<file path="src/bpa_pkg.sv">
// ----------------------------------------------------------------------------
// bpa_pkg: bitmap page allocator shared types and constants
// Field widths, codes, register indexes and the structs passed between units.
// ----------------------------------------------------------------------------
`default_nettype none

package bpa_pkg;

    localparam int PAGE_W     = 18;
    localparam int CNT_W      = 16;
    localparam int IDX_W      = 15;
    localparam int JUMP_STEPS = 17;
    localparam int ADDR_W     = 4;
    localparam int DATA_W     = 32;

    localparam logic OP_ALLOC       = 1'b0;
    localparam logic OP_FREE        = 1'b1;
    localparam logic STAT_OK        = 1'b0;
    localparam logic STAT_NO_SPACE  = 1'b1;

    localparam logic [1:0] REG_BASE_PAGE    = 2'd0;
    localparam logic [1:0] REG_PAGES_IN_USE = 2'd1;
    localparam logic [1:0] REG_COUNTING     = 2'd2;

    localparam logic [CNT_W-1:0] PAGES_IN_USE_RST = 16'd32768;

    typedef struct packed {
        logic [IDX_W-1:0] base_page;
        logic [CNT_W-1:0] pages_in_use;
        logic             counting_enabled;
    } t_cfg;

    typedef struct packed {
        logic             opcode;
        logic [IDX_W-1:0] page_index;
        logic [CNT_W-1:0] page_count;
        logic [CNT_W-1:0] alignment;
        logic [CNT_W-1:0] upper_page;
    } t_item;

    typedef struct packed {
        logic             status;
        logic [IDX_W-1:0] found_page;
        logic [CNT_W-1:0] free_count;
    } t_result;

    typedef struct packed {
        logic [PAGE_W-1:0] pos;
        logic [PAGE_W-1:0] run_end;
        logic              set;
    } t_word_req;

    typedef struct packed {
        logic              hit;
        logic              last;
        logic [PAGE_W-1:0] bad_page;
        logic [PAGE_W-1:0] next_page;
    } t_word_res;

endpackage

`default_nettype wire

</file>
<file path="src/bpa_word_unit.sv">
// ----------------------------------------------------------------------------
// bpa_word_unit: bitmap word evaluation
// Builds the run mask within one word, finds the lowest used page in it and
// forms the updated word for a mark or a release.
// ----------------------------------------------------------------------------
`default_nettype none

module bpa_word_unit #(
    parameter int NUM_PAGES = 32768,
    parameter int WORD_BITS = 64
) (
    input  wire bpa_pkg::t_word_req       i_req,
    input  wire logic [WORD_BITS-1:0]     i_data,
    output logic      [WORD_BITS-1:0]     o_data,
    output bpa_pkg::t_word_res            o_res
);

    localparam int          WB_LG = $clog2(WORD_BITS);
    localparam int          OW    = WB_LG + 1;
    localparam int          PW    = bpa_pkg::PAGE_W;
    localparam logic [31:0] NP    = 32'(NUM_PAGES);

    logic [PW-1:0]        base;
    logic [PW:0]          nxt;
    logic [OW-1:0]        lo_off;
    logic [OW-1:0]        hi_off;
    logic [OW-1:0]        lim_off;
    logic [OW-1:0]        top_off;
    logic [WORD_BITS-1:0] mask;
    logic [WORD_BITS-1:0] hits;
    logic [WB_LG-1:0]     first;

    always_comb begin
        base    = {i_req.pos[PW-1:WB_LG], {WB_LG{1'b0}}};
        nxt     = (PW+1)'(base) + (PW+1)'(WORD_BITS);
        lo_off  = OW'(i_req.pos[WB_LG-1:0]);
        hi_off  = ((PW+1)'(i_req.run_end) >= nxt) ? OW'(WORD_BITS)
                                                  : OW'(i_req.run_end - base);
        lim_off = (32'(nxt) <= NP) ? OW'(WORD_BITS) : OW'(NP - 32'(base));
        top_off = (hi_off < lim_off) ? hi_off : lim_off;

        for (int b = 0; b < WORD_BITS; b++) begin
            mask[b] = (OW'(b) >= lo_off) && (OW'(b) < top_off);
        end
        hits = i_data & mask;

        first = '0;
        for (int b = WORD_BITS - 1; b >= 0; b--) begin
            if (hits[b]) begin
                first = WB_LG'(b);
            end
        end

        o_data          = i_req.set ? (i_data | mask) : (i_data & ~mask);
        o_res.hit       = |hits;
        o_res.bad_page  = base + PW'(first);
        o_res.last      = ((PW+1)'(i_req.run_end) <= nxt) || (32'(nxt) >= NP);
        o_res.next_page = PW'(nxt);
    end

endmodule

`default_nettype wire

</file>
<file path="src/bpa_engine.sv">
// ----------------------------------------------------------------------------
// bpa_engine: allocator sequencer
// Clears the bitmap after reset, scans for a first-fit run word by word,
// skips past used pages with a shift-and-add step unit, then marks or
// releases the run by read-modify-write and updates the free page counter.
// ----------------------------------------------------------------------------
`default_nettype none

module bpa_engine #(
    parameter int NUM_PAGES = 32768,
    parameter int WORD_BITS = 64
) (
    input  wire logic                       i_clk,
    input  wire logic                       i_rst_n,
    input  wire bpa_pkg::t_cfg              i_cfg,
    input  wire logic                       i_item_valid,
    output logic                            o_item_ready,
    input  wire bpa_pkg::t_item             i_item,
    output logic                            o_res_valid,
    input  wire logic                       i_res_free,
    output bpa_pkg::t_result                o_res,
    output logic                            o_mem_we,
    output logic [((((NUM_PAGES + WORD_BITS - 1) / WORD_BITS) > 1) ?
                   $clog2((NUM_PAGES + WORD_BITS - 1) / WORD_BITS) : 1)-1:0] o_mem_waddr,
    output logic [WORD_BITS-1:0]            o_mem_wdata,
    output logic [((((NUM_PAGES + WORD_BITS - 1) / WORD_BITS) > 1) ?
                   $clog2((NUM_PAGES + WORD_BITS - 1) / WORD_BITS) : 1)-1:0] o_mem_raddr,
    input  wire logic [WORD_BITS-1:0]       i_mem_rdata
);

    localparam int          WB_LG     = $clog2(WORD_BITS);
    localparam int          MAP_WORDS = (NUM_PAGES + WORD_BITS - 1) / WORD_BITS;
    localparam int          AW        = (MAP_WORDS > 1) ? $clog2(MAP_WORDS) : 1;
    localparam int          PW        = bpa_pkg::PAGE_W;
    localparam int          CW        = bpa_pkg::CNT_W;
    localparam int          IW        = bpa_pkg::IDX_W;
    localparam int          JW        = PW + bpa_pkg::JUMP_STEPS;
    localparam logic [31:0] NP        = 32'(NUM_PAGES);
    localparam logic [4:0]  K_MAX     = 5'(bpa_pkg::JUMP_STEPS - 1);

    typedef enum logic [3:0] {
        ST_CLEAR,
        ST_IDLE,
        ST_TEST,
        ST_SCAN_RD,
        ST_SCAN_CHK,
        ST_JUMP,
        ST_MARK_RD,
        ST_MARK_WR,
        ST_DONE
    } t_state;

    t_state         r_state,    n_state;
    logic [AW-1:0]  r_clr_addr, n_clr_addr;
    logic [CW-1:0]  r_free,     n_free;
    logic           r_op,       n_op;
    logic [PW-1:0]  r_cand,     n_cand;
    logic [PW-1:0]  r_pos,      n_pos;
    logic [PW-1:0]  r_run_end,  n_run_end;
    logic [CW-1:0]  r_count,    n_count;
    logic [CW-1:0]  r_align,    n_align;
    logic [CW-1:0]  r_limit,    n_limit;
    logic [PW-1:0]  r_bad,      n_bad;
    logic [PW-1:0]  r_acc,      n_acc;
    logic [4:0]     r_k,        n_k;
    logic           r_status,   n_status;
    logic [IW-1:0]  r_found,    n_found;

    bpa_pkg::t_word_req   wu_req;
    bpa_pkg::t_word_res   wu_res;
    logic [WORD_BITS-1:0] wu_data;

    logic [CW-1:0]  total;
    logic [CW-1:0]  lim_in;
    logic [PW:0]    test_end;
    logic           fits;
    logic [JW-1:0]  step;
    logic [JW-1:0]  trial;
    logic [PW-1:0]  acc_n;
    logic [CW:0]    free_sum;
    logic [CW-1:0]  free_new;
    logic [AW-1:0]  word_addr;

    assign wu_req.pos     = r_pos;
    assign wu_req.run_end = r_run_end;
    assign wu_req.set     = (r_op == bpa_pkg::OP_ALLOC);

    bpa_word_unit #(
        .NUM_PAGES (NUM_PAGES),
        .WORD_BITS (WORD_BITS)
    ) u_word (
        .i_req  (wu_req),
        .i_data (i_mem_rdata),
        .o_data (wu_data),
        .o_res  (wu_res)
    );

    always_comb begin
        total     = (32'(i_cfg.pages_in_use) < NP) ? i_cfg.pages_in_use : CW'(NUM_PAGES);
        lim_in    = ((i_item.upper_page != '0) && (i_item.upper_page < total))
                    ? i_item.upper_page : total;
        test_end  = (PW+1)'(r_cand) + (PW+1)'(r_count);
        fits      = (r_cand < PW'(r_limit)) && (test_end <= (PW+1)'(r_limit));
        step      = JW'(r_align) << r_k;
        trial     = JW'(r_acc) + step;
        acc_n     = (trial <= JW'(r_bad)) ? PW'(trial) : r_acc;
        free_sum  = (CW+1)'(r_free) + (CW+1)'(r_count);
        word_addr = AW'(r_pos >> WB_LG);

        if (r_op == bpa_pkg::OP_FREE) begin
            free_new = (free_sum > (CW+1)'(total)) ? total : CW'(free_sum);
        end else if ((r_status == bpa_pkg::STAT_OK) && i_cfg.counting_enabled) begin
            free_new = (r_free < r_count) ? '0 : (r_free - r_count);
        end else begin
            free_new = r_free;
        end
    end

    always_comb begin
        n_state    = r_state;
        n_clr_addr = r_clr_addr;
        n_free     = r_free;
        n_op       = r_op;
        n_cand     = r_cand;
        n_pos      = r_pos;
        n_run_end  = r_run_end;
        n_count    = r_count;
        n_align    = r_align;
        n_limit    = r_limit;
        n_bad      = r_bad;
        n_acc      = r_acc;
        n_k        = r_k;
        n_status   = r_status;
        n_found    = r_found;
        o_mem_we    = 1'b0;
        o_mem_waddr = word_addr;
        o_mem_wdata = wu_data;
        o_mem_raddr = word_addr;

        case (r_state)
            ST_CLEAR: begin
                o_mem_we    = 1'b1;
                o_mem_waddr = r_clr_addr;
                o_mem_wdata = '1;
                n_clr_addr  = r_clr_addr + AW'(1);
                if (r_clr_addr == AW'(MAP_WORDS - 1)) begin
                    n_state = ST_IDLE;
                end
            end
            ST_IDLE: begin
                if (i_item_valid) begin
                    n_op      = i_item.opcode;
                    n_count   = i_item.page_count;
                    n_align   = (i_item.alignment == '0) ? CW'(1) : i_item.alignment;
                    n_limit   = lim_in;
                    n_cand    = PW'(i_cfg.base_page);
                    n_pos     = PW'(i_item.page_index);
                    n_run_end = PW'(i_item.page_index) + PW'(i_item.page_count);
                    n_status  = bpa_pkg::STAT_OK;
                    n_found   = '0;
                    if (i_item.opcode == bpa_pkg::OP_FREE) begin
                        if ((i_item.page_count != '0) && (32'(i_item.page_index) < NP)) begin
                            n_state = ST_MARK_RD;
                        end else begin
                            n_state = ST_DONE;
                        end
                    end else begin
                        n_state = ST_TEST;
                    end
                end
            end
            ST_TEST: begin
                if (!fits) begin
                    n_status = bpa_pkg::STAT_NO_SPACE;
                    n_state  = ST_DONE;
                end else if (r_count == '0) begin
                    n_found = IW'(r_cand);
                    n_state = ST_DONE;
                end else begin
                    n_pos     = r_cand;
                    n_run_end = PW'(test_end);
                    n_state   = ST_SCAN_RD;
                end
            end
            ST_SCAN_RD: begin
                n_state = ST_SCAN_CHK;
            end
            ST_SCAN_CHK: begin
                if (wu_res.hit) begin
                    n_bad   = wu_res.bad_page;
                    n_acc   = r_cand;
                    n_k     = K_MAX;
                    n_state = ST_JUMP;
                end else if (wu_res.last) begin
                    n_found = IW'(r_cand);
                    n_pos   = r_cand;
                    n_state = ST_MARK_RD;
                end else begin
                    n_pos   = wu_res.next_page;
                    n_state = ST_SCAN_RD;
                end
            end
            ST_JUMP: begin
                n_acc = acc_n;
                if (r_k == '0) begin
                    n_cand  = acc_n + PW'(r_align);
                    n_state = ST_TEST;
                end else begin
                    n_k = r_k - 5'd1;
                end
            end
            ST_MARK_RD: begin
                n_state = ST_MARK_WR;
            end
            ST_MARK_WR: begin
                o_mem_we = 1'b1;
                if (wu_res.last) begin
                    n_state = ST_DONE;
                end else begin
                    n_pos   = wu_res.next_page;
                    n_state = ST_MARK_RD;
                end
            end
            ST_DONE: begin
                if (i_res_free) begin
                    n_free  = free_new;
                    n_state = ST_IDLE;
                end
            end
            default: begin
                n_state = ST_IDLE;
            end
        endcase
    end

    assign o_item_ready    = (r_state == ST_IDLE);
    assign o_res_valid     = (r_state == ST_DONE) && i_res_free;
    assign o_res.status     = r_status;
    assign o_res.found_page = r_found;
    assign o_res.free_count = free_new;

    always_ff @(posedge i_clk) begin
        r_op      <= n_op;
        r_cand    <= n_cand;
        r_pos     <= n_pos;
        r_run_end <= n_run_end;
        r_count   <= n_count;
        r_align   <= n_align;
        r_limit   <= n_limit;
        r_bad     <= n_bad;
        r_acc     <= n_acc;
        r_k       <= n_k;
        r_status  <= n_status;
        r_found   <= n_found;
        if (!i_rst_n) begin
            r_state    <= ST_CLEAR;
            r_clr_addr <= '0;
            r_free     <= '0;
        end else begin
            r_state    <= n_state;
            r_clr_addr <= n_clr_addr;
            r_free     <= n_free;
        end
    end

endmodule

`default_nettype wire

</file>
<file path="config.mk">
export PLATFORM = sky130hd
export DESIGN_NAME = bpa_engine
export DESIGN_NICKNAME = d
export VERILOG_FILES = /design/src/bpa_pkg.sv /design/src/bpa_word_unit.sv /design/src/bpa_engine.sv
export SDC_FILE = /design/constraint.sdc
export NUM_CORES = 1
export LEC_CHECK = 0
export BUFFER_PORTS_ARGS = -buffer_cell sky130_fd_sc_hd__buf_2
export CAP_MARGIN = 20
export CORE_ASPECT_RATIO = 1.75
export CORE_UTILIZATION = 39
export CTS_BUF_LIST = sky130_fd_sc_hd__clkbuf_4 sky130_fd_sc_hd__clkbuf_8
export DETAILED_ROUTE_END_ITERATION = 8
export HOLD_SLACK_MARGIN = 0.03
export SYNTH_ARGS = -nofsm -noshare
export SYNTH_HDL_FRONTEND = slang
export SYNTH_SLANG_ARGS = --single-unit
</file>
<file path="constraint.sdc">
create_clock -name i_clk -period 12.06 [get_ports i_clk]
set_input_delay 2.412 -clock i_clk [delete_from_list [all_inputs] [get_ports i_clk]]
set_output_delay 2.412 -clock i_clk [all_outputs]
set_load 0.01 [all_outputs]
</file>
==> flow_summary.toml <==
[outcome]
status = "finished clean"

[grt]
grt_pass1_wl_um = 136100
grt_overflow_total = 0
antenna_found_initial = 3
grt_util_all_layers_pct = 33.50
grt_max_degree = 72
grt_pass1_vias = 21420

[drt]
drc = 0
drt_iter0_drc = 1773
dr.pass1.iters = 6
num_vias = 21660
totalWireLength_um = 93430
vias_per_cell = 6.261
drt.antenna.violating_nets = 0
wl_per_cell_um = 27.01

[timing]
maxSlewViolCount = 0
fin_crit_sh_pct = 79.17
finalSetupTns_ns = 0
skew_ns = 0.01732
finalSetupViolations = 0
fmax_mhz = 104.7
worst_slack_ns = 2.512
grt_setup_unrepaired = "false"
hold_violations = 0
fin_crit_ns = 9.548
tightestPinTransition_ns = 1.074
slew_headroom_pct = 28.37

[floorplan]
fp-row-count = 112
ios = 281
die-area_um2 = 55460
initial_core_util_pct = 39.69
fp.dieW_um = 178.4
core_um2 = 53530
die_h_um = 310.8

[yosys]
synth_common_cells = "nand2_1, ha_1, nor2_1"
synth_edf_count = 160
synth_cells = 2570
syn_avg_cell_area_um2 = 8.268
syn_area_um2 = 21250
yosysMostFrequentCell = "nand2_1"
ys_seq_area_share_pct = 25.34
synth_cell_types = 105
yosysWarnings = 0
ys_ff_latch = 189
synth_top_area_cell = "edfxtp_1"
synth_nets = 2932
ys_top_cells_by_area = "edfxtp_1, ha_1, nand2_1"
ys.flop_type = "edfxtp_1"
synth-async-reset-ratio_pct = 0
yosys.area.top_type_share_pct = 22.61

[critical_path]
crit_family = "compound AO/OA/AOI/OAI gates"
crit_path_max_incr_delay_ns = 1.04
cp_data_required_time_ns = 12.33
r2r_slack_ns = 2.51
arrival_ns = 9.82
start_kind = "flip-flop"
path_buf_inv = 0
cp_max_fo = 27
cp-end-kind = "flip-flop"
worst-setup-path-type = "flip-flop to flip-flop"
cp_slowest_cell = "edfxtp_1"
critPathMostFrequentCell = "a21oi_1"

[placement]
post-dp-hpwl_um = 75050
gp_congestion = 1.045
port_buffers = 280
detailedPlace.worstSlack_ns = 2.347

[cts]
clk_latency_ns = 0.52
root_buffer = "clkbuf_8"
cts_sinks = 189
cts_setup_buffers = 0
ctsHoldBuffers = 0
cts_resized = 0
cts.clk_slew.worst_paths_ns = 0.11
cts_tree = "yes"
h-tree-depth = 4
cts_buffers = 17
ctsLongestPathBuffers = 2

[power]
pwr-share-clk_pct = 32.9
power.switching_mw = 0.3584
power_frac_seq_pct = 54.1
swShare_pct = 27.35
p_leak_nw = 9.754
power.density_nw_per_um2 = 55.65
p_int_mw = 0.9522
peakVddDrop_uv = 75.84
combPwrFrac_pct = 13.1

[final_layout]
drive_gt1_share_pct = 17.10
area_delta_synth_final_pct = 10.84
fin_nets = 3121

[flow_run]
drv_cap = 0

[min_path]
hp-class = "flip-flop to flip-flop"
final timing paths:
kind | from | to | depth (start not counted)
setup / recovery | r_k[1] | r_cand[16] | 35
hold reg to reg | r_clr_addr[8] | r_clr_addr[8] | 2
setup reg to reg | r_k[1] | r_cand[16] | 35
hold / removal | r_clr_addr[8] | r_clr_addr[8] | 2
per-stage QoR:
| step | utilization (%) | power (mW) | hold slack, ns | cell area, µm² | instances |
|---|---|---|---|---|---|
| floorplan | - | 0.8158 | 0.4244 | 21250 | 2570 |
| global placement | 43.09 | 0.8887 | 0.4728 | 23070 | 3417 |
| detailed placement | 43.14 | 0.8916 | 0.4888 | 23090 | 3419 |
| CTS | 43.82 | 1.317 | 0.5027 | 23460 | 3451 |
| global route | 44.00 | 1.353 | 0.5278 | 23550 | 3459 |
| finish | 44.00 | 1.311 | 0.5042 | 23550 | 3459 |
routing by layer:
layer	global-route usage, %	share of wire, %	up-vias	wire length (µm)
met3	4.521	5.4	328	5002
met2	59.42	50	1086	47110
met1	33.37	34	10270	31570
met5	0	0	-	0
met4	29.93	10	0	9756
li1	-	-	9976	-
registers in the layout, summed over array words and instances, names as in the netlist:
signal and flops:
r_clr_addr 9, r_k 5, r_op 1, r_state 4, r_count 16, r_found 15
r_free 16, r_bad 18, r_align 16, r_pos 18, r_run_end 18, r_status 1
r_limit 16, r_acc 18, r_cand 18
layout by cell type, fill, tap and decap left out, types with 16 or more instances in the layout:
cell type	count
nor3_1	55
ha_1	192
nand2_1	328
mux2i_1	53
a31oi_1	31
dfxtp_1	29
nor4_1	43
and3_1	25
a221o_1	16
o31ai_1	18
buf_4	42
and2_1	32
nor2_1	168
inv_1	141
nand4_1	33
mux2_2	37
o211ai_1	46
a21oi_1	145
nand3_1	65
o21ai_0	147
o21a_1	29
nor2b_1	47
o21bai_1	18
a21o_1	44
clkbuf_8	17
nand2b_1	33
buf_2	280
a211oi_1	29
o2111ai_1	16
xnor2_1	77
or3_1	23
edfxtp_1	160
xor2_1	26
power groups by stage:
stage                     Clock [mW]  Combinational [mW]  Sequential (mW)
after global placement             0               0.165            0.723
after global routing           0.458               0.186            0.709
after floorplan                    0              0.0925            0.723
final                          0.431               0.172            0.709
after CTS                      0.439               0.169            0.709
after detailed placement           0               0.168            0.723
final cells by class:
| cell class | instances | area (µm²) |
|---|---|---|
| antenna | 3 | 7.507 |
| clock buffer | 20 | 256.5 |
| clock inverter | 12 | 112.6 |
| fill | 5440 | 29980 |
| inverter | 145 | 544.3 |
| multi-input combinational | 2078 | 14570 |
| sequential | 189 | 5385 |
| tap | 684 | 855.8 |
| timing repair buffer | 328 | 1815 |
worst min-delay path: stages, from the launching register on:
cell	delay [ns]
dfxtp_1	0.34
nand2_1	0.06
a21boi_0	0.07
logic make-up (layout without fill, tap and decap cells):
family                   Yosys count  after routing  synth area share (%)
adder cells (fa/ha/maj)          199            199                 11.92
buffers and inverters            303            505                 6.230
other                              0              3                     0
AND/OR/NAND/NOR                  931            931                 21.54
multiplexers                     115            115                 6.913
flip-flops                       189            189                 25.34
AO/OA/AOI/OAI                    728            728                 23.59
XOR/XNOR                         105            105                 4.458
Power figures use the tool's default switching activity.
